--- src/sv/rfvp_pkg.sv ---
// package for the random field value picker
// holds the shared types, register and action codes, and the generator functions
// no dependencies
package rfvp_pkg;

  localparam int unsigned PADDR_W = 6;
  localparam int unsigned PDATA_W = 64;

  localparam logic [2:0] REG_SEED  = 3'd0;
  localparam logic [2:0] REG_CORE  = 3'd1;
  localparam logic [2:0] REG_COUNT = 3'd2;
  localparam logic [2:0] REG_SPAN  = 3'd3;
  localparam logic [2:0] REG_MODE  = 3'd4;

  localparam logic [1:0] ACT_LOAD   = 2'd0;
  localparam logic [1:0] ACT_DRAW   = 2'd1;
  localparam logic [1:0] ACT_RESEED = 2'd2;

  localparam int unsigned SH_A = 12;
  localparam int unsigned SH_B = 25;
  localparam int unsigned SH_C = 27;
  localparam int unsigned FOLD_SH = 16;
  localparam logic [31:0] MULT_LO = 32'h4F6C_DD1D;

  localparam int unsigned S_TDATA_W = 40;
  localparam int unsigned M_TDATA_W = 32;

  typedef struct packed {
    logic [63:0] seed;
    logic [9:0]  core_id;
    logic [8:0]  table_count;
    logic [33:0] range_span;
    logic        width_mode;
  } cfg_t;

  typedef enum logic {
    DIV_PICK,
    DIV_SPAN
  } div_sel_e;

  typedef enum logic {
    ADDR_ZERO,
    ADDR_PICK
  } addr_sel_e;

  typedef struct packed {
    logic      capture;
    logic      reseed;
    logic      seed_gen;
    logic      step_gen;
    logic      mul;
    logic      fold;
    logic      div_start;
    div_sel_e  div_sel;
    logic      pick_load;
    logic      pick_from_div;
    logic      addr_load;
    addr_sel_e addr_sel;
    logic      off_load;
    logic      off_from_div;
    logic      mem_we;
    logic      mem_re;
    logic      out_load;
  } ctrl_cmd_t;

  typedef struct packed {
    logic seeded;
    logic n_zero;
    logic n_pow2;
    logic mag_le1;
    logic div_done;
    logic out_free;
  } ctrl_sts_t;

  function automatic logic [63:0] xsh_step(input logic [63:0] x);
    logic [63:0] a;
    logic [63:0] b;
    a = x ^ (x >> SH_A);
    b = a ^ (a << SH_B);
    return b ^ (b >> SH_C);
  endfunction

  function automatic logic [31:0] fold_word(input logic [31:0] w, input logic narrow);
    logic [31:0] r;
    r = w ^ (w >> FOLD_SH);
    return narrow ? (r & 32'h0000_FFFF) : r;
  endfunction

endpackage

--- src/sv/rfvp_ctrl.sv ---
// controller of the random field value picker: sequences loads, reseeds and
// draws through the datapath; depends on rfvp_pkg
module rfvp_ctrl
  import rfvp_pkg::*;
(
  input  logic      clk_i,
  input  logic      rst_ni,
  input  logic      s_valid_i,
  input  logic [1:0] s_action_i,
  output logic      s_ready_o,
  input  ctrl_sts_t sts_i,
  output ctrl_cmd_t cmd_o
);

  typedef enum logic [3:0] {
    ST_IDLE,
    ST_WRITE,
    ST_SEED,
    ST_STEP,
    ST_MUL,
    ST_FOLD,
    ST_DECIDE,
    ST_PWAIT,
    ST_PDEPTH,
    ST_SWAIT,
    ST_READ,
    ST_FINISH
  } state_e;

  state_e state_q, state_d;
  logic   accept;

  assign s_ready_o = (state_q == ST_IDLE);
  assign accept    = s_valid_i & s_ready_o;

  always_comb begin
    state_d = state_q;
    cmd_o   = '0;
    unique case (state_q)
      ST_IDLE: begin
        if (accept) begin
          cmd_o.capture = 1'b1;
          case (s_action_i)
            ACT_LOAD:   state_d = ST_WRITE;
            ACT_DRAW:   state_d = sts_i.seeded ? ST_STEP : ST_SEED;
            ACT_RESEED: cmd_o.reseed = 1'b1;
            default: ;
          endcase
        end
      end
      ST_WRITE: begin
        cmd_o.mem_we = 1'b1;
        state_d      = ST_IDLE;
      end
      ST_SEED: begin
        cmd_o.seed_gen = 1'b1;
        state_d        = ST_STEP;
      end
      ST_STEP: begin
        cmd_o.step_gen = 1'b1;
        state_d        = ST_MUL;
      end
      ST_MUL: begin
        cmd_o.mul = 1'b1;
        state_d   = ST_FOLD;
      end
      ST_FOLD: begin
        cmd_o.fold = 1'b1;
        state_d    = ST_DECIDE;
      end
      ST_DECIDE: begin
        if (sts_i.n_zero) begin
          if (sts_i.mag_le1) begin
            cmd_o.off_load  = 1'b1;
            cmd_o.addr_load = 1'b1;
            cmd_o.addr_sel  = ADDR_ZERO;
            state_d         = ST_READ;
          end else begin
            cmd_o.div_start = 1'b1;
            cmd_o.div_sel   = DIV_SPAN;
            state_d         = ST_SWAIT;
          end
        end else if (sts_i.n_pow2) begin
          cmd_o.pick_load = 1'b1;
          state_d         = ST_PDEPTH;
        end else begin
          cmd_o.div_start = 1'b1;
          cmd_o.div_sel   = DIV_PICK;
          state_d         = ST_PWAIT;
        end
      end
      ST_PWAIT: begin
        if (sts_i.div_done) begin
          cmd_o.pick_load     = 1'b1;
          cmd_o.pick_from_div = 1'b1;
          state_d             = ST_PDEPTH;
        end
      end
      ST_PDEPTH: begin
        cmd_o.addr_load = 1'b1;
        cmd_o.addr_sel  = ADDR_PICK;
        state_d         = ST_READ;
      end
      ST_SWAIT: begin
        if (sts_i.div_done) begin
          cmd_o.off_load     = 1'b1;
          cmd_o.off_from_div = 1'b1;
          cmd_o.addr_load    = 1'b1;
          cmd_o.addr_sel     = ADDR_ZERO;
          state_d            = ST_READ;
        end
      end
      ST_READ: begin
        cmd_o.mem_re = 1'b1;
        state_d      = ST_FINISH;
      end
      ST_FINISH: begin
        if (sts_i.out_free) begin
          cmd_o.out_load = 1'b1;
          state_d        = ST_IDLE;
        end
      end
      default: state_d = ST_IDLE;
    endcase
  end

  always_ff @(posedge clk_i or negedge rst_ni) begin
    if (!rst_ni) begin
      state_q <= ST_IDLE;
    end else begin
      state_q <= state_d;
    end
  end

endmodule

--- config.mk ---
export PLATFORM = sky130hd
export DESIGN_NAME = rfvp_ctrl
export DESIGN_NICKNAME = d
export VERILOG_FILES = /design/src/sv/rfvp_pkg.sv /design/src/sv/rfvp_ctrl.sv
export SDC_FILE = /design/constraint.sdc
export NUM_CORES = 1
export LEC_CHECK = 0
export BUFFER_PORTS_ARGS = -buffer_cell sky130_fd_sc_hd__buf_2
export CORE_AREA = 2 2 39 41
export DETAILED_ROUTE_END_ITERATION = 10
export DIE_AREA = 0 0 41 43
export MAX_ROUTING_LAYER = met4
export PLACE_DENSITY = 0.71
export SKIP_LAST_GASP = 1
export SLEW_MARGIN = 5
export SYNTH_ARGS = -nofsm -noshare
export SYNTH_HDL_FRONTEND = slang
export SYNTH_SLANG_ARGS = --single-unit
--- constraint.sdc ---
create_clock -name clk_i -period 4.35 [get_ports clk_i]
set_input_delay 0.6525 -clock clk_i [delete_from_list [all_inputs] [get_ports clk_i]]
set_output_delay 0.6525 -clock clk_i [all_outputs]
set_load 0.005 [all_outputs]
Word level (Yosys, flattened, before mapping)
Index checks and enable logic that the tools add are counted.
- word-level logic and storage cells: 59
- bits in registers: 4
- input bits: 11
- reduce and logical (&&, ||, !) cells: 3
- equality and inequality tests: 18
- muxes and demuxes: 36
- bitwise operators: 1
- operators with widths (operator ; number):
    $pmux 4 s11 ; 1
    $mux 4 ; 7
    $eq 4x3->1 const B ; 4
    $eq 4x4->1 const B ; 4
    $mux 2 ; 8
    $mux 1 ; 14
    $eq 4x2->1 const B ; 2
    $pmux 4 s2 ; 1
    $mux 3 ; 2
    $ne 2x2->1 const B ; 3
    $pmux 2 s3 ; 1
    $reduce_and 5->1 ; 1
    $eq 4x1->1 const B ; 1
    $logic_not 4->1 ; 1
    $pmux 1 s2 ; 2
    $ne 3x1->1 const B ; 1
    $eq 2x1->1 const B ; 1
    $eq 2x2->1 const B ; 1
    $logic_not 2->1 ; 1
    $ne 2x1->1 const B ; 1
    $and 1x1->1 ; 1

Depth between registers and ports, before layout
Gate-level depths: netlist (run 1).
- depth after elaboration: 4
- gate-level depth with buffers: 6
- mapped depth without buffers: 4

Least setup slack after synthesis (run 1)
No wires, ideal clock.
- path type: register -> output
- start: reg state_q[3]
- end: out cmd_o[15] (netlist bit)
- path slack: 2448 ps
- path buffers: 1
- cell stages (with the launch flop): 6
- arrival: 1249 ps
- path through: dfrtp_1 or2_1 buf_4 nor3_2 and2_1 and3b_1
- RTL lines (item ; RTL line ; RTL):
    start, declared ; rfvp_ctrl.sv:30 ; state_e state_q, state_d;
    start signal, assigned ; rfvp_ctrl.sv:131 ; state_q <= state_d;
    end, declared ; rfvp_ctrl.sv:12 ; output ctrl_cmd_t cmd_o

==> flow_metrics.tcl, run 1 <==
set metrics [dict create \
    grt_pass1_wl_mm 2.19 \
    p_per_area_nw_per_um2 357 \
    fp.dieH_um 43 \
    via_count 619 \
    ioPinCount 29 \
    drt_iter0_drc 18 \
    place.gp.congestion 0.789 \
    max_flop_register "state_q" \
    routed_via_density 5.48 \
    fin_nets 110 \
    rsz0062_at_grt "no" \
    min_period_ps 2450 \
    synth_area_leaders "dfrtp_1, nand2b_1, a21oi_1, and4bb_2, nor3_1" \
    register_area_um2 100 \
    end_kind "primary output" \
    status "completed" \
    cap_violations 0 \
    holdBufCountCts 0 \
    grt_max_degree 24 \
    antennaDiodeCount 0 \
    syn_area_um2 562 \
    first_pass_iters 4 \
    fin_area_um2 696 \
    yosysSeqAreaShare_pct 17.8 \
    grt_util_met2_pct 27.2 \
    largest_reg_flops 4 \
    fin_skew_ps 4.14 \
    initial_core_util_pct 40.6 \
    synth_cell_type_count 33 \
    clkLatencyLatePin_ps 230 \
    wl_mm 1.40 \
    antenna_found_initial 0 \
    cts_max_level 1 \
    dp_hpwl_mm 1.08 \
    path_cells "nand2b_1, nor3_1, nand2b_1, or2_2, buf_2" \
    ys.flop_type "dfrtp_1" \
    dieArea_um2 1760 \
    post_cts_resized 0 \
    cts_root_buf "clkbuf_4" \
    period_share_pct 56.4 \
    setup_viol 0 \
    yosysMostFrequentCell "a21oi_1" \
    multiInputGateArea_um2 405 \
    finalPower_w 0.000249 \
    cts_sinks 4 \
    worstPathRequired_ps 3700 \
    synth_common_cells "a21oi_1, nand2_1, nand2b_1, nor2_1, nor3_1" \
    tns_ps 0 \
    grt_pass1_vias 518 \
    grt_use_total_pct 18.0 \
    use_met3_pct 1.57 \
    clk_pin_slew_ps 40 \
    drc 0 \
    crit_slowest_cell "dfrtp_1" \
    cp.arrival_ps 1800 \
    crit_top_cell "nand2b_1" \
    ant_nets 0 \
    cts_tree "yes" \
    fmax_ghz 0.408 \
    cts_max_path_buffers 2 \
    syn_inst 73 \
    grtUsageMet1_pct 25.6 \
    die_w_um 41 \
    syn_area_per_cell_um2 7.70 \
    rows 14 \
    post-route-util_pct 50.3 \
    cp_max_fo 23 \
    worst_slew_pin_slew_ps 616 \
    numCtsBuffers 3 \
    busiest_layer "met2" \
    yosysTopAreaCell "dfrtp_1" \
    reg.largest.list "state_q (4)" \
    post_drt_wl_per_cell_um 12.4 \
    fillCellCount 147 \
    cp-start-kind "flop" \
    area_growth_pct 23.8 \
    max_slew_margin_pct 59.0 \
    synth_top_area_share_pct 17.8 \
    synth-edff-count 0 \
    hold_class "primary input to asynchronous set/reset pin" \
    yosysWarnings 0 \
    postPlaceCellArea_um2 673 \
    post_cts_buffers 0 \
    hold_viol_final 0 \
    grt.overflow.total 0 \
    finalMaxSlewViolations 0 \
    synth_nets 84 \
    cp_slowest_stage_delay_ps 730 \
    crit_type "flop to primary output" \
    leakage_nw 0.363 \
    peakVddDrop_mv 0.151 \
    io_buffers 28 \
    synth_seq_cells 4 \
    synthArstFlopShare_pct 100 \
    drive_above_1_share_pct 39.2 \
    design.core.area_um2 1380 \
]
## final cells by class
class | count | area share, %
clock buffers | 3 | 3.24
multi-input cells | 60 | 58.3
inverters | 2 | 1.08
well taps | 16 | 2.88
flip-flops and latches | 4 | 14.4
repair buffers | 28 | 20.1
## placed cells by master (no fill, tap or decap), drive strengths merged, types with 2 or more instances in the layout
cell    Yosys  routed
nor2        5       5
a21oi       6       6
dfrtp       4       4
o21ai       3       3
nor4b       3       3
nand3       2       2
nor3        6       6
buf         6      28
and2b       2       2
and3b       2       2
o31ai       5       5
inv         2       2
nand2       5       5
or2         2       2
and4bb      3       3
nand2b      5       5
clkbuf      1       3
and3        3       3
## cell families after synthesis
kind of cell,after synthesis,share of synthesized area (%)
simple gates,42,49.0
flops,4,17.8
buf+inv,9,10.0
compound gates,18,23.2
## report_power, final
part           total [W]  switching (W)  internal [W]  leakage, nW
combinational   0.000119      0.0000565     0.0000627        0.296
sequential     0.0000843      0.0000387     0.0000455       0.0537
clock          0.0000452      0.0000144     0.0000308       0.0138
## metal layers
layer	part of all wire, %	vias up	routed length (um)
met5	0	-	0
met3	5.6	0	79
met4	0	0	0
li1	-	317	-
met1	44	280	623
met2	50	22	699
## final timing paths
check / start / to / slack, ps / cells after the start
min in group clk_i: state_q[3] / state_q[2] / 720 / 1
max in group asynchronous: rst_ni / state_q[3] / 4010 / 1
hold / removal: rst_ni / state_q[2] / 220 / 1
hold reg to reg: state_q[3] / state_q[2] / 720 / 1
setup / recovery: state_q[1] / cmd_o[6] / 1900 / 5
setup reg to reg: state_q[1] / state_q[3] / 2660 / 4
## worst max-delay path, delay by kind of cell, from the launching register on
kind,cells,cell delay (ps)
buffers and inverters,1,130
DFF,1,730
and+or+nand+nor,4,720
## per-stage QoR
| step | worst slack (ps) | hold WS (ps) | cells |
|---|---|---|---|
| 3_5_place_dp | 2150 | 461 | 110 |
| 5_1_grt | 1760 | 219 | 113 |
| 4_1_cts | 1900 | 215 | 113 |
| 3_3_place_gp | 2220 | 460 | 110 |
| 6_report | 1900 | 215 | 113 |
| 2_1_floorplan | 2450 | 357 | 73 |
(Power assumes the default switching activity.)
==> run 2, diff against run 1 <==
Settings changed: ABC_AREA set to 1, CORE_AREA 2 2 39 41 to not set, CORE_MARGIN set to 2, CORE_UTILIZATION set to 44, DIE_AREA 0 0 41 43 to not set, PLACE_DENSITY 0.71 to 0.74.
Clock period 4.35 ns to 2.45 ns, I/O delays scaled along.
==> run 2 against run 1 <==
  * Die area shrank 8.7%
  * Clock power is 81% higher
  * Synthesized cell count up 40%
  * Cell count rose by 31%
  * Non-clock buffer count rose by 1
  * Combinational power rose to 4.5 times the previous value
  * Count of clock-buffer cells in the layout unchanged
  * Hold slack better by 250 ps
  * Sequential power is 86% higher
  * Via count increased by 13%
  * Global-route usage grew 4.3 points
  * Power rose to 3.1 times the previous value
  * Critical endpoint is now cmd_o[15]
  * Largest cell class unchanged
  * Largest power group unchanged
==> flow_metrics.tcl, run 2 <==
set metrics [dict create \
    clockPowerShare_pct 10.6 \
    hold_viol_final 0 \
    post-route-util_pct 60.2 \
    largest_reg_flops 4 \
    cp_max_fo 8 \
    p_sw_share_pct 54.9 \
    synth_area_leaders "dfrtp_1, nand2_1, inv_1, nor2_1, nand2_2" \
    holdBufCountCts 1 \
    finalPower_w 0.000773 \
    cts_max_level 1 \
    routed_via_density 4.74 \
    rows 13 \
    ys.flop_type "dfrtp_1" \
    crit_type "flop to primary output" \
    intPower_w 0.000349 \
    area_growth_pct 31.4 \
    dieArea_um2 1610 \
    ioPinCount 29 \
    cp-start-kind "flop" \
    synth_cell_type_count 20 \
    max_flop_register "state_q" \
    synth-edff-count 0 \
    grt_pass1_vias 572 \
    drive_above_1_share_pct 40.6 \
    min_period_ps 1890 \
    clkLatencyLatePin_ps 240 \
    worstPathRequired_ps 2080 \
    syn_area_per_cell_um2 5.63 \
    worst_slew_pin_slew_ps 440 \
    place.gp.congestion 0.883 \
    cts_tree "yes" \
    syn_area_um2 574 \
    peakVddDrop_mv 0.437 \
    antennaDiodeCount 0 \
    grt_max_degree 9 \
    numCtsBuffers 3 \
    rsz0062_at_grt "no" \
    wl_mm 1.42 \
    period_share_pct 77.1 \
    whs_ps 464 \
    drt_iter0_drc 17 \
    leakage_nw 0.497 \
    clk_pin_slew_ps 40 \
    cts_root_buf "clkbuf_4" \
    synth_top_area_share_pct 17.4 \
    yosysSeqAreaShare_pct 17.4 \
    dp_hpwl_mm 1.19 \
    via_count 702 \
    cp.arrival_ps 1520 \
    fp.dieH_um 40.1 \
    initial_core_util_pct 45.9 \
    grt_pass1_wl_mm 2.39 \
    post_cts_buffers 0 \
    antenna_found_initial 0 \
    reg.largest.list "state_q (4)" \
    synthArstFlopShare_pct 100 \
    die_w_um 40.1 \
    cap_violations 0 \
    max_slew_margin_pct 70.6 \
    post_cts_resized 0 \
    post_drt_wl_per_cell_um 9.59 \
    synth_seq_cells 4 \
    finalMaxSlewViolations 0 \
    final_cells 148 \
    status "completed" \
    synth_nets 113 \
    synth_common_cells "nand2_1, inv_1, nor2_1, nand3_1" \
    yosysTopAreaCell "dfrtp_1" \
    syn_inst 102 \
    p_switching_w 0.000424 \
    place_inst 144 \
    grt_use_total_pct 22.3 \
    design.core.area_um2 1250 \
    first_pass_iters 5 \
    power_frac_comb_pct 69.1 \
    io_buffers 28 \
    ant_nets 0 \
    yosysWarnings 0 \
    cts_sinks 4 \
    p_seq_share_pct 20.3 \
    fin_skew_ps 4.14 \
    drc 0 \
    grt.overflow.total 0 \
    fin_nets 146 \
    p_per_area_nw_per_um2 1020 \
    fmax_ghz 0.530 \
    final_cell_mix "buf_2, nand2_1, inv_1, nor2_1, nand3_1" \
    hold_class "primary input to asynchronous set/reset pin" \
    cts_max_path_buffers 2 \
    layout_commonest_cell "buf_2" \
    tns_ps 0 \
    end_kind "primary output" \
    r2r_slack_ps 1080 \
    yosysMostFrequentCell "nand2_1" \
    setup_viol 0 \
]
## run 2: changes by cell type after synthesis, moves of 6 or more
cell / change
nand2_1: +18
inv_1: +15
nor2_1: +12
inv_2: +7
nand2_2: +7
a21oi_1: -6
nand3_1: +6
## run 2: final timing paths
kind / startpoint / depth (start not counted) / end
worst max-delay path: state_q[1] / 6 / cmd_o[15]
worst min-delay path: rst_ni / 2 / state_q[2]
worst min register to register: state_q[3] / 2 / state_q[3]
min in group clk_i: sts_i[3] / 5 / state_q[3]
max in group asynchronous: rst_ni / 2 / state_q[1]
worst max register to register: state_q[1] / 8 / state_q[1]
## run 2: power by group through the flow
stage	registers (W)	logic (W)	clock network, W
floorplan	0.000128	0.000422	0
global placement	0.000154	0.000523	0
detailed placement	0.000156	0.000529	0
CTS	0.000155	0.000533	0.0000822
global route	0.000161	0.000606	0.0000887
finish	0.000157	0.000534	0.0000820
## run 2: kinds of logic (layout without fill, tap and decap cells)
kind of cell	Yosys count	in the layout	synth area share, %
compound gates	5	5	5.23
buf+inv	25	56	17.6
flops	4	4	17.4
simple gates	68	68	59.7
## run 2: critical path, stage by stage, from the launching register on
cell,delay [ps]
dfrtp_1,530
nor2_2,220
inv_2,90
nor2_4,130
inv_2,50
nor4_2,120
buf_2,150
## run 2: metal layers
layer | track usage (%) | wire (um) | vias to the layer above
li1 | - | - | 370
met1 | 28.7 | 672 | 302
met2 | 37.5 | 653 | 27
met3 | 1.67 | 74 | 3
met4 | 5.17 | 18 | 0
met5 | - | 0 | -
## run 2: stage by stage
stage	instance area (um2)	setup slack (ps)
4_1_cts	754	571
2_1_floorplan	574	1060
5_1_grt	754	414
3_3_place_gp	722	879
3_5_place_dp	722	821
6_report	754	562
## run 2: area by class of cell
| type | count | area (um2) |
|---|---|---|
| flip-flops and latches | 4 | 100 |
| fillers | 132 | 498 |
| inverters | 24 | 90.1 |
| well taps | 15 | 18.8 |
| repair buffers | 29 | 150 |
| multi-input cells | 73 | 373 |
| clock buffers | 3 | 22.5 |
