$ cat src/sv/rfvp_pkg.sv
// package for the random field value picker
// holds the shared types, register and action codes, and the generator functions
// no dependencies
package rfvp_pkg;

  localparam int unsigned PADDR_W = 6;
  localparam int unsigned PDATA_W = 64;

  localparam logic [2:0] REG_SEED  = 3'd0;
  localparam logic [2:0] REG_CORE  = 3'd1;
  localparam logic [2:0] REG_COUNT = 3'd2;
  localparam logic [2:0] REG_SPAN  = 3'd3;
  localparam logic [2:0] REG_MODE  = 3'd4;

  localparam logic [1:0] ACT_LOAD   = 2'd0;
  localparam logic [1:0] ACT_DRAW   = 2'd1;
  localparam logic [1:0] ACT_RESEED = 2'd2;

  localparam int unsigned SH_A = 12;
  localparam int unsigned SH_B = 25;
  localparam int unsigned SH_C = 27;
  localparam int unsigned FOLD_SH = 16;
  localparam logic [31:0] MULT_LO = 32'h4F6C_DD1D;

  localparam int unsigned S_TDATA_W = 40;
  localparam int unsigned M_TDATA_W = 32;

  typedef struct packed {
    logic [63:0] seed;
    logic [9:0]  core_id;
    logic [8:0]  table_count;
    logic [33:0] range_span;
    logic        width_mode;
  } cfg_t;

  typedef enum logic {
    DIV_PICK,
    DIV_SPAN
  } div_sel_e;

  typedef enum logic {
    ADDR_ZERO,
    ADDR_PICK
  } addr_sel_e;

  typedef struct packed {
    logic      capture;
    logic      reseed;
    logic      seed_gen;
    logic      step_gen;
    logic      mul;
    logic      fold;
    logic      div_start;
    div_sel_e  div_sel;
    logic      pick_load;
    logic      pick_from_div;
    logic      addr_load;
    addr_sel_e addr_sel;
    logic      off_load;
    logic      off_from_div;
    logic      mem_we;
    logic      mem_re;
    logic      out_load;
  } ctrl_cmd_t;

  typedef struct packed {
    logic seeded;
    logic n_zero;
    logic n_pow2;
    logic mag_le1;
    logic div_done;
    logic out_free;
  } ctrl_sts_t;

  function automatic logic [63:0] xsh_step(input logic [63:0] x);
    logic [63:0] a;
    logic [63:0] b;
    a = x ^ (x >> SH_A);
    b = a ^ (a << SH_B);
    return b ^ (b >> SH_C);
  endfunction

  function automatic logic [31:0] fold_word(input logic [31:0] w, input logic narrow);
    logic [31:0] r;
    r = w ^ (w >> FOLD_SH);
    return narrow ? (r & 32'h0000_FFFF) : r;
  endfunction

endpackage

$ cat src/sv/rfvp_regs.sv
// configuration register file of the random field value picker
// apb-style write and read port, depends on rfvp_pkg
module rfvp_regs
  import rfvp_pkg::*;
(
  input  logic               clk_i,
  input  logic               rst_ni,
  input  logic               psel,
  input  logic               penable,
  input  logic               pwrite,
  input  logic [PADDR_W-1:0] paddr,
  input  logic [PDATA_W-1:0] pwdata,
  output logic [PDATA_W-1:0] prdata,
  output logic               pready,
  output cfg_t               cfg_o
);

  cfg_t        cfg_q;
  logic        wr_en;
  logic [2:0]  reg_idx;

  assign pready  = 1'b1;
  assign wr_en   = psel & penable & pwrite;
  assign reg_idx = paddr[5:3];
  assign cfg_o   = cfg_q;

  always_ff @(posedge clk_i or negedge rst_ni) begin
    if (!rst_ni) begin
      cfg_q.seed        <= '0;
      cfg_q.core_id     <= '0;
      cfg_q.table_count <= '0;
      cfg_q.range_span  <= '0;
      cfg_q.width_mode  <= 1'b1;
    end else if (wr_en) begin
      unique case (reg_idx)
        REG_SEED:  cfg_q.seed        <= pwdata;
        REG_CORE:  cfg_q.core_id     <= pwdata[9:0];
        REG_COUNT: cfg_q.table_count <= pwdata[8:0];
        REG_SPAN:  cfg_q.range_span  <= pwdata[33:0];
        REG_MODE:  cfg_q.width_mode  <= pwdata[0];
        default: ;
      endcase
    end
  end

  always_comb begin
    unique case (reg_idx)
      REG_SEED:  prdata = cfg_q.seed;
      REG_CORE:  prdata = {54'd0, cfg_q.core_id};
      REG_COUNT: prdata = {55'd0, cfg_q.table_count};
      REG_SPAN:  prdata = {{30{cfg_q.range_span[33]}}, cfg_q.range_span};
      REG_MODE:  prdata = {63'd0, cfg_q.width_mode};
      default:   prdata = '0;
    endcase
  end

endmodule

$ cat config.mk
export PLATFORM = sky130hd
export DESIGN_NAME = rfvp_regs
export DESIGN_NICKNAME = d
export VERILOG_FILES = /design/src/sv/rfvp_pkg.sv /design/src/sv/rfvp_regs.sv
export SDC_FILE = /design/constraint.sdc
export NUM_CORES = 1
export LEC_CHECK = 0
export BUFFER_PORTS_ARGS = -buffer_cell sky130_fd_sc_hd__buf_2
export CAP_MARGIN = 15
export CORE_MARGIN = 3
export CORE_UTILIZATION = 30
export DETAILED_ROUTE_END_ITERATION = 6
export RECOVER_POWER = 100
export SLEW_MARGIN = 25
export SYNTH_ARGS = -nofsm -noshare
export SYNTH_HDL_FRONTEND = slang
export SYNTH_SLANG_ARGS = --single-unit
$ cat constraint.sdc
create_clock -name clk_i -period 1.25 [get_ports clk_i]
set_clock_uncertainty 0.1 [all_clocks]
set_input_delay 0 -clock clk_i [delete_from_list [all_inputs] [get_ports clk_i]]
set_output_delay 0 -clock clk_i [all_outputs]
set_load 0.01 [all_outputs]
---- Yosys cells after proc, flatten, opt, wreduce, memory -nomap -nowiden ----
Index checks and enable logic that the tools add are counted.
storage, ports and cells
  bits in registers ....................... 118
  bits in latches ......................... 0
  RAM bits ................................ 0
  memory bits (read-only) ................. 0
  input bits .............................. 75
  output and inout port bits .............. 183
  word-level logic and storage cells ...... 18
  memories ................................ 0
operators by class
  add/sub/neg operators ................... 0
  multiply operators ...................... 0
  divide/modulo/power cells ............... 0
  magnitude comparators ................... 0
  eq/ne operators ......................... 4
  shifts and indexed selects .............. 0
  multiplexer cells ....................... 1
  bitwise logic cells ..................... 2
  reductions and logical operators ........ 6
operators with widths
  operator              number
  $pmux W64 S5          1
  $reduce_and A2 Y1     5
  $eq A3 B2 Y1 const B  2
  $eq A3 B1 Y1 const B  1
  $eq A3 B3 Y1 const B  1
  $logic_not A3 Y1      1
  $and A1 B1 Y1         2

---- Logic depth before layout (Yosys ltp) ----
Gate-level depths: netlist (run 1).
  word-level depth ........................ 3
  gate-level depth with buffers ........... 6
  gate-level depth less buffers ........... 3

---- Least setup slack after synthesis (run 1) ----
Ideal clock, no wire load.
  path type ............................... input-to-reg
  from .................................... input port paddr[4]
  to ...................................... register cfg_q (netlist bit cfg_o[100])
  arrival time ............................ 1,139 ps
  required time ........................... 1,025 ps
  path slack .............................. -114 ps
  stages .................................. 5
  buffers on the path ..................... 3
  cells stage by stage .................... buf_2 -> or3_1 -> buf_6 -> buf_12 -> mux2_4
between the ends
  cells in the longest elaborated chain, start to end .. 2
RTL lines
  what                         line             source
  from (decl)                  rfvp_regs.sv:11  input logic [PADDR_W-1:0] paddr,
  $logic_not A3 Y1             rfvp_regs.sv:35  unique case (reg_idx)
  $reduce_and A2 Y1 (no line)  -
  to (decl)                    rfvp_regs.sv:18  cfg_t cfg_q;
Every way passes these cells.
A chain may end at the register's enable or synchronous reset.

---- Worst setup path after layout (run 1) ----
  from .................................... register cfg_q (netlist bit cfg_o[55])
  to ...................................... output port prdata[1]
between the ends
  cells in the longest elaborated chain, start to end .. 1
RTL lines
  what          line             source
  $pmux W64 S5  rfvp_regs.sv:47  unique case (reg_idx)
  to (decl)     rfvp_regs.sv:13  output logic [PDATA_W-1:0] prdata,
Every way passes these cells.

==> results by stage, run 1 <==
Flow run:
- Across the run, the number of max-cap violations was 0.

Detailed routing:
- Summed over all layers, the routed wires come to 18600 µm.
- The routed layout has 4747 vias.
- The post-detailed-route DRC marker count is 0.
- The length of the first detailed-routing pass in iterations is 4.
- Using the TritonRoute via totals, the vias-per-cell ratio works out to 4.67.
- For this block, the initial DRC count from the detailed router was 147.
- In this run the remaining antenna-violating nets after routing total 0.
- The detailed-route wire length per cell is 18.3 µm.

Logic synthesis:
- By area the synthesized netlist is led by dfrtp_1, mux2_4, mux2_2.
- The fraction of synthesized cell area taken by the top area cell type is 52.4%.
- The synthesized area per cell is 15.6 µm².
- The count of warnings emitted by yosys is 0.
- The netlist uses 31 different library cells.
- The count of flip-flops with a built-in enable after synthesis is 0.
- dfrtp_1 takes more of the synthesized area than any other cell.
- The flop and latch count out of synthesis is 118.
- When the netlist entered floorplanning its net count stood at 434.
- After technology mapping, the gate count stands at 359.
- The most used flip-flop cell after synthesis is dfrtp_1.
- Sequential elements use 52.9% of the synthesized area.
- The async set-reset flop share out of synthesis is 100%.
- Summing every instance area after synthesis gives 5590 µm².

Place:
- The placed standard-cell area is 7310 µm².
- Summed over all nets, the half-perimeter wirelength after detailed placement is 11300 µm.
- The routability-driven placement congestion ratio is 0.758.
- In this run the tool buffered the top-level ports with 253 buffer cells.
- Including well taps, the total number of placed cells is 850.

Finish:
- The library cell used most frequently in the layout, excluding fill and tap cells, is buf_2.
- The final layout net count is 850.
- The number of cells in the finished layout apart from fillers is 1016.
- The final standard cell area without fillers is 9100 µm².
- The number of antenna cells inserted is 0.
- The area growth from synthesis to layout is 62.8%.
- Leaving out fill and tap cells, the most frequent cells in the layout are buf_2, dfrtp_1, clkbuf_1.
- The register with the most flip-flops in the layout has 118 of them.
- Of the cells placed in the final design, the portion with a size suffix greater than 1 is 51.5%.

Power:
- The leakage dissipation is 4.79 nW.
- The power per unit of standard cell area is 1490 nW/µm².
- The worst-case IR drop observed on VDD is 0.832 mV.

STA:
- Setup repair after global routing could not meet its margin everywhere.
- Setup violations remaining at the end of the flow were counted as 147.
- The minimum setup slack in the final design is -0.367 ns.
- For the pin with the worst max-slew slack, the measured transition is 0.761 ns.
- Static timing analysis puts the maximum clock frequency at 618 MHz.
- The final period utilization is 129%.
- The max-slew violation total from the final report is 0.
- The final count of hold timing violations is 0.
- Measured against its own limit, the worst slew margin works out to 49.3%.
- For the finished layout, the period the worst path requires is 1.62 ns.

Floorplanning:
- The total I/O pin count is 258.
- The floorplan step defined a die boundary enclosing 20300 µm².
- The placeable core region is 18100 µm².
- The chip width is 142 µm.
- The number of placement rows is 49.
- For this configuration, the core starts out at a cell density of 30.8%.
- The floorplan die height is 142 µm.

Worst setup path:
- The setup path with the least slack is of type register to output port.
- Of all nets on the critical path, the largest fanout is 2.
- Data on the critical path is required at its endpoint by 1.15 ns.
- In this run the critical register-to-register path is launched from cfg_o[37].
- The worst reg-to-reg setup slack is 0.15 ns.
- The category of the worst setup path capture point is an output port.
- For the worst setup path, the data arrival time is 1.52 ns.
- The launching element type of the critical path is a register.
- The worst register-to-register path ends at cfg_o[37].
- The count of cells along the worst register-to-register path is 3.

Min path:
- The startpoint identified for the worst hold timing path is paddr[3].
- The class of the worst hold path is primary input to register.
- The worst hold path passes through 4 cells.
- The endpoint of the worst hold-timing path is cfg_o[38].

CTS:
- The H-tree depth is 4.
- Clock tree synthesis found a total of 118 sinks.
- CTS placed an instance of clkbuf_16 at the clock tree root.
- The clock edge transition at the registers on the reported setup and hold paths is 0.06 ns.
- The largest buffer count on any clock path is 2.
- The number of CTS-inserted buffers is 17.
- The clock latency on the worst-skew pair is 0.40 ns.
- TritonCTS built the clock tree.

Status:
- The checks that failed: negative setup slack.
- The flow ran to the end, but the final reports show violations.

Global route:
- The fraction of met2 tracks used by global routing is 31.2%.
- Across every metal layer, demand over resource in global routing totals 17.9%.
- The total congestion overflow after global routing is 0.
- In this run the most used layer during global routing was met2.
- Entering global routing, the biggest net connects 57 pins.
- The global-route track usage on met3 is 4.07%.
- The wire length of the first global-routing pass is 28600 µm.
- The met1 track utilization from global routing is 22.2%.
- The via count of the first global-routing pass is 5213.
- The initial antenna violation count came to 0.
==> critical path, cell delays in order, from the launching register on <==
cell,delay [ns]
dfrtp_1,0.39
mux4_2,0.46
nor2b_4,0.14
buf_6,0.11
==> layout make-up <==
type / count / area, µm²
Fill cell: 1654 / 9050
Clock inverter: 9 / 77.6
Sequential cell: 118 / 2950
Multi-Input combinational cell: 211 / 2380
Tap cell: 229 / 287
Clock buffer: 22 / 474
Timing Repair Buffer: 427 / 2920
==> layer usage <==
| metal | vias up | wire length (µm) |
|---|---|---|
| met5 | - | 0 |
| met4 | 0 | 263 |
| met3 | 24 | 961 |
| met2 | 177 | 9640 |
| met1 | 2396 | 7770 |
| li1 | 2150 | - |
==> synthesized netlist by cell type, types with 2 or more instances <==
cell      count
mux2_4       60
nor3b_1       3
buf_2         8
a22o_1       23
buf_4         4
mux2_2       59
nand2_1       2
buf_12        6
clkbuf_1     11
nor2b_1       8
o21a_1        2
dfrtp_1     117
a21o_1       31
mux4_2        8
==> worst max path at each step <==
stage                         start         end  slack [ns]  depth (start not counted)
after detailed placement   paddr[5]   cfg_o[81]       -0.22                          5
after global routing      cfg_o[40]   prdata[5]       -0.41                          3
after CTS                 cfg_o[40]   prdata[5]       -0.40                          3
after floorplan            paddr[5]  cfg_o[100]       -0.07                          5
after global placement     paddr[5]   cfg_o[78]       -0.19                          5
final                     cfg_o[55]   prdata[1]       -0.37                          3
==> stage by stage <==
| stage | TNS [ns] | total power [mW] | hold WS [ns] | worst slack (ns) | utilization (%) |
|---|---|---|---|---|---|
| after floorplan | -4.35 | 6.82 | -0.396 | -0.0723 | - |
| after global placement | -23.36 | 8.38 | -0.224 | -0.194 | 40.3 |
| after detailed placement | -25.71 | 8.48 | -0.220 | -0.220 | 40.3 |
| after CTS | -13.95 | 13.8 | 0.0696 | -0.405 | 50.9 |
| after global routing | -27.96 | 14.2 | 0.102 | -0.414 | 50.1 |
| final | -16.09 | 13.6 | 0.0818 | -0.367 | 50.1 |
==> kinds of logic after synthesis <==
family                 synth area share [%]
muxes                                  31.4
other                                0.0671
DFF                                    52.9
and+or+nand+nor                        3.05
buffers and inverters                  4.35
AOI/OAI and AO/OA                      8.24
==> what timing repair did <==
item | in CTS | in global routing
resized for setup | 21 | 34
hold buffers | 69 | 1
setup buffers | 51 | 12
endpoints found under the hold margin | 236 | 12
endpoints found under the setup margin | 64 | 76
pin swaps | 2 | 5
cloned | 6 | 1
==> report_power, final <==
part           switching [mW]  leakage [nW]  internal, mW
sequential              0.544          1.51          4.58
clock                    1.71         0.268          2.86
combinational            1.69          3.02          2.22
Power figures use the tool's default switching activity.
==> inputs of run 2 (changes only) <==
--- a/config.mk
+++ b/config.mk
@@ -5,12 +5,13 @@
 export SDC_FILE = /design/constraint.sdc
 export NUM_CORES = 1
 export LEC_CHECK = 0
+export ABC_AREA = 1
 export BUFFER_PORTS_ARGS = -buffer_cell sky130_fd_sc_hd__buf_2
 export CAP_MARGIN = 15
 export CORE_MARGIN = 3
 export CORE_UTILIZATION = 30
+export CTS_CLUSTER_SIZE = 40
 export DETAILED_ROUTE_END_ITERATION = 6
-export RECOVER_POWER = 100
 export SLEW_MARGIN = 25
 export SYNTH_ARGS = -nofsm -noshare
 export SYNTH_HDL_FRONTEND = slang
==> run 2 against run 1 <==
The flow still finishes with violations (negative setup slack); worst setup slack improved by 0.067 ns; flip-flop and latch count unchanged; largest power group unchanged; utilization down 0.31 points; count of clock-buffer cells in the layout is 4 lower; synthesized area shrank 3.2%; critical path depth is 2 higher; first-iteration DRC count is 110% higher; via count up 23%; synthesized cell count rose by 79%; power is 1.6% lower; cell area decreased by 4.3%; register-to-register slack improved by 0.08 ns.
==> results by stage, run 2 <==
Worst setup path:
- The critical path arrival is 1.45 ns (-0.07 ns).
- The biggest fanout along the worst timing path came to 8 (+6).
- The classification of the worst setup path is register to output port.
- The data required time of the worst path is 1.15 ns (about the same).
- The critical path starts at cfg_o[34].
- STA classifies the critical path endpoint as an output port.
- The endpoint identified for the worst register-to-register timing path is cfg_o[0].
- The launching element type of the critical path is a register.
- The startpoint identified for the worst register-to-register timing path is cfg_o[0].
- The worst reg-to-reg setup slack is 0.23 ns (+0.08 ns).
- The count of cells along the worst register-to-register path is 4 (+1).

Floorplanning:
- The total I/O pin count is 258 (unchanged).
- The chip width is 140 µm (-1.6%).
- The initial cell density of the core came to 30.9% (+0.14 points).
- The floorplan die height was 140 µm (-1.6%).
- The placeable core region came to 17500 µm² (-3.7%).
- The number of placement rows is 48 (-2.0%).
- The floorplan die area was 19700 µm² (-3.1%).

Global route:
- The via count of the first global-routing pass came to 5772 (+11%).
- The total congestion overflow after global routing is 0 (unchanged).
- The fraction of met2 tracks used by global routing is 29.0% (-2.2 points).
- The wire length of the first global-routing pass is 29600 µm (+3.6%).
- The global-route track usage on met3 is 6.04% (+2.0 points).
- The met1 track utilization from global routing is 23.7% (+1.5 points).
- The initial antenna violation count came to 0 (unchanged).
- The routing layer with the top usage in global route is met2.
- The total routing usage reported by global routing is 18.4% (+0.52 points).
- The largest net degree at the start of global routing is 60 (+5.3%).

Power:
- The power dissipated by switching net loads is 4.48 mW (+14%).
- The power per unit of standard cell area is 1540 nW/µm² (+2.8%).
- The relative contribution of combinational cells to total power is 28.3% (-0.4 points).
- The internal power contribution is 8.91 mW (-7.8%).
- The share of total power in the clock network is 32.8% (-0.8 points).
- The share of power burned in registers is 38.8% (+1.1 points).
- The leakage dissipation is 4.58 nW (-4.3%).
- The peak ir drop on the vdd network came to 0.912 mV (+9.6%).
- The switching share of total power is 33.4% (+4.5 points).

Logic synthesis:
- The number of instances in the synthesized netlist is 644 (+79%).
- In the synthesized netlist the dominant register cell turns out to be dfrtp_1.
- The count of flip-flops with a built-in enable after synthesis is 0 (unchanged).
- The fraction of synthesized cell area taken by the top area cell type is 54.2% (+1.8 points).
- The post-synth net total is 719 (+66%).
- After synthesis, the cell types taking the most area are dfrtp_1, o21ai_0, nand2_1.
- The post-synthesis sequential area ratio is 54.7% (+1.8 points).
- The area of the mapped netlist is 5410 µm² (-3.2%).
- Ranked by instance count, the synthesized netlist is headed by nand2_1, o21ai_0, dfrtp_1.
- The count of warnings emitted by yosys is 0 (unchanged).
- The most area-hungry cell type in the Yosys netlist is dfrtp_1.
- Yosys instantiated no cell more often than nand2_1.
- The flop and latch count out of synthesis is 118 (unchanged).
- The synthesized area per cell is 8.39 µm² (-46%).
- The async set-reset flop share out of synthesis is 100% (unchanged).
- The count of different cell masters after synthesis is 26 (-16%).

Finish:
- In the layout the commonest cells are buf_2, nand2_1, o21ai_0.
- The proportion of layout cells with a drive suffix above 1 came to 39.0% (-13 points).
- The number of antenna cells inserted is 0 (unchanged).
- The flip-flop count of the largest register, all copies and words added is 118 (unchanged).
- The final layout net count was 1081 (+27%).
- The number of fill cells in the layout is 1632 (-1.3%).
- The area used by sequential logic in the layout came to 2950 µm² (unchanged).
- From synthesis to final layout, the design area changed by 61.1%.
- The area taken by multi-input logic gates was 2000 µm² (-16%).
- Leaving out fill and tap cells, the most frequent cell in the layout is buf_2.

Status:
- The final reports fail on negative setup slack.
- The run finished, with violations left.

STA:
- The final period utilization was 124% (-5.4 points).
- The clock period minus final worst setup slack is 1.55 ns (-0.0670 ns).
- The max-slew violation total from the final report is 0 (unchanged).
- The max-slew headroom at the worst pin was 56.2% (+6.9 points).
- The minimum setup slack in the final design is -0.300 ns (+0.0670 ns).
- The highest clock frequency the design can meet is 645 MHz (+4.3%).
- Setup repair after global routing could not meet its margin everywhere.
- The actual transition at the worst max-transition pin is 0.657 ns (-0.103 ns).
- The final count of hold timing violations came to 0 (unchanged).
- The minimum hold slack was 0.0341 ns (-0.0477 ns).
- The total of endpoints with negative setup slack in the final report is 34 (-77%).

CTS:
- TritonCTS built the clock tree.
- The clock edge transition at the registers on the reported setup and hold paths was 0.06 ns (about the same).
- The master cell of the clock root buffer is clkbuf_16.
- The number of CTS-inserted buffers is 17 (unchanged).
- The largest buffer count on any clock path is 2 (unchanged).
- The clock latency on the worst-skew pair came to 0.40 ns (about the same).
- The H-tree depth is 4 (unchanged).
- The clock sink total came to 118 (unchanged).

Flow run:
- The number of max-capacitance violations reported is 0 (unchanged).

Detailed routing:
- The sum of routed wire length over all layers was 19200 µm (+2.8%).
- The count of nets left with antenna violations after detail routing is 0 (unchanged).
- The detailed-route wire length per cell is 15.4 µm (-16%).
- The DRC violation total after the first TritonRoute iteration is 314 (+110%).
- The post-detailed-route DRC marker count is 0 (unchanged).
- The length of the first detailed-routing pass in iterations is 5 (+1).
- The detail-routed via count per cell came to 4.70 (+0.53%).
- The total number of vias was 5843 (+23%).

Place:
- The final HPWL from detailed placement is 12200 µm (+8.5%).
- The number of buffers inserted by port buffering is 253 (unchanged).
- The worst slack at placement came to -0.0508 ns (+0.169 ns).
- The routability-driven placement congestion ratio was 0.792 (+4.6%).

Min path:
- The min-delay analysis places its worst path in the category primary input to async pin.
run 2: cell type report:
cell class / count / share of cell area [%]
Clock inverter: 14 / 1.19
Inverter: 82 / 3.53
Timing Repair Buffer: 388 / 30.2
Sequential cell: 118 / 33.9
Clock buffer: 18 / 4.93
Multi-Input combinational cell: 399 / 22.9
Tap cell: 225 / 3.23
run 2: cell families (layout without fill, tap and decap cells):
kind of cell | after synthesis | count (layout) | share of synthesized area (%)
other | 1 | 1 | 0.0694
flip-flops | 118 | 118 | 54.7
buffers and inverters | 127 | 502 | 10.3
AND/OR/NAND/NOR | 225 | 225 | 18.4
AO/OA/AOI/OAI | 173 | 173 | 16.6
run 2: how the worst max path moves through the flow:
| stage | to | slack (ns) | cells after the start |
|---|---|---|---|
| finish | prdata[42] | -0.30 | 5 |
| global placement | cfg_o[51] | -0.02 | 6 |
| detailed placement | cfg_o[47] | -0.05 | 6 |
| floorplan | cfg_o[58] | 0.17 | 7 |
| CTS | prdata[46] | -0.31 | 4 |
| global route | prdata[63] | -0.37 | 5 |
run 2: worst max-delay path, cell delays in order (launching register included):
cell,delay [ns]
dfrtp_1,0.39
nand4_1,0.09
buf_6,0.16
clkbuf_16,0.18
o21ai_2,0.06
buf_2,0.15
run 2: what timing repair did:
action	in CTS	in global routing
pin swaps	20	26
hold buffers	71	0
setup buffers	28	10
cloned	0	4
endpoints found under the hold margin	236	0
gates resized for setup	10	61
endpoints found under the setup margin	50	89
run 2: layer usage:
metal / vias to the layer above / share of wire (%)
met5: - / 0
met4: 0 / 2.5
met3: 38 / 7.7
met2: 252 / 47
met1: 2732 / 43
li1: 2821 / -
run 2: power by group through the flow:
stage               Combinational [mW]  Clock (mW)  Sequential (mW)
floorplan                         1.05           0             5.59
detailed placement                3.08           0             5.23
global placement                  3.03           0             5.25
finish                            3.79        4.39             5.20
global route                      4.16        4.69             5.30
CTS                               3.60        4.51             5.16
run 2: through the flow:
step	power (mW)	area, µm²	std cells	util (%)	TNS, ns
floorplan	6.64	5410	644	-	0
global placement	8.27	6990	1099	40.0	-0.0959
detailed placement	8.31	6990	1099	40.0	-0.406
CTS	13.3	8480	1230	48.5	-12.10
global route	14.1	8710	1244	49.8	-12.40
finish	13.4	8710	1244	49.8	-8.96
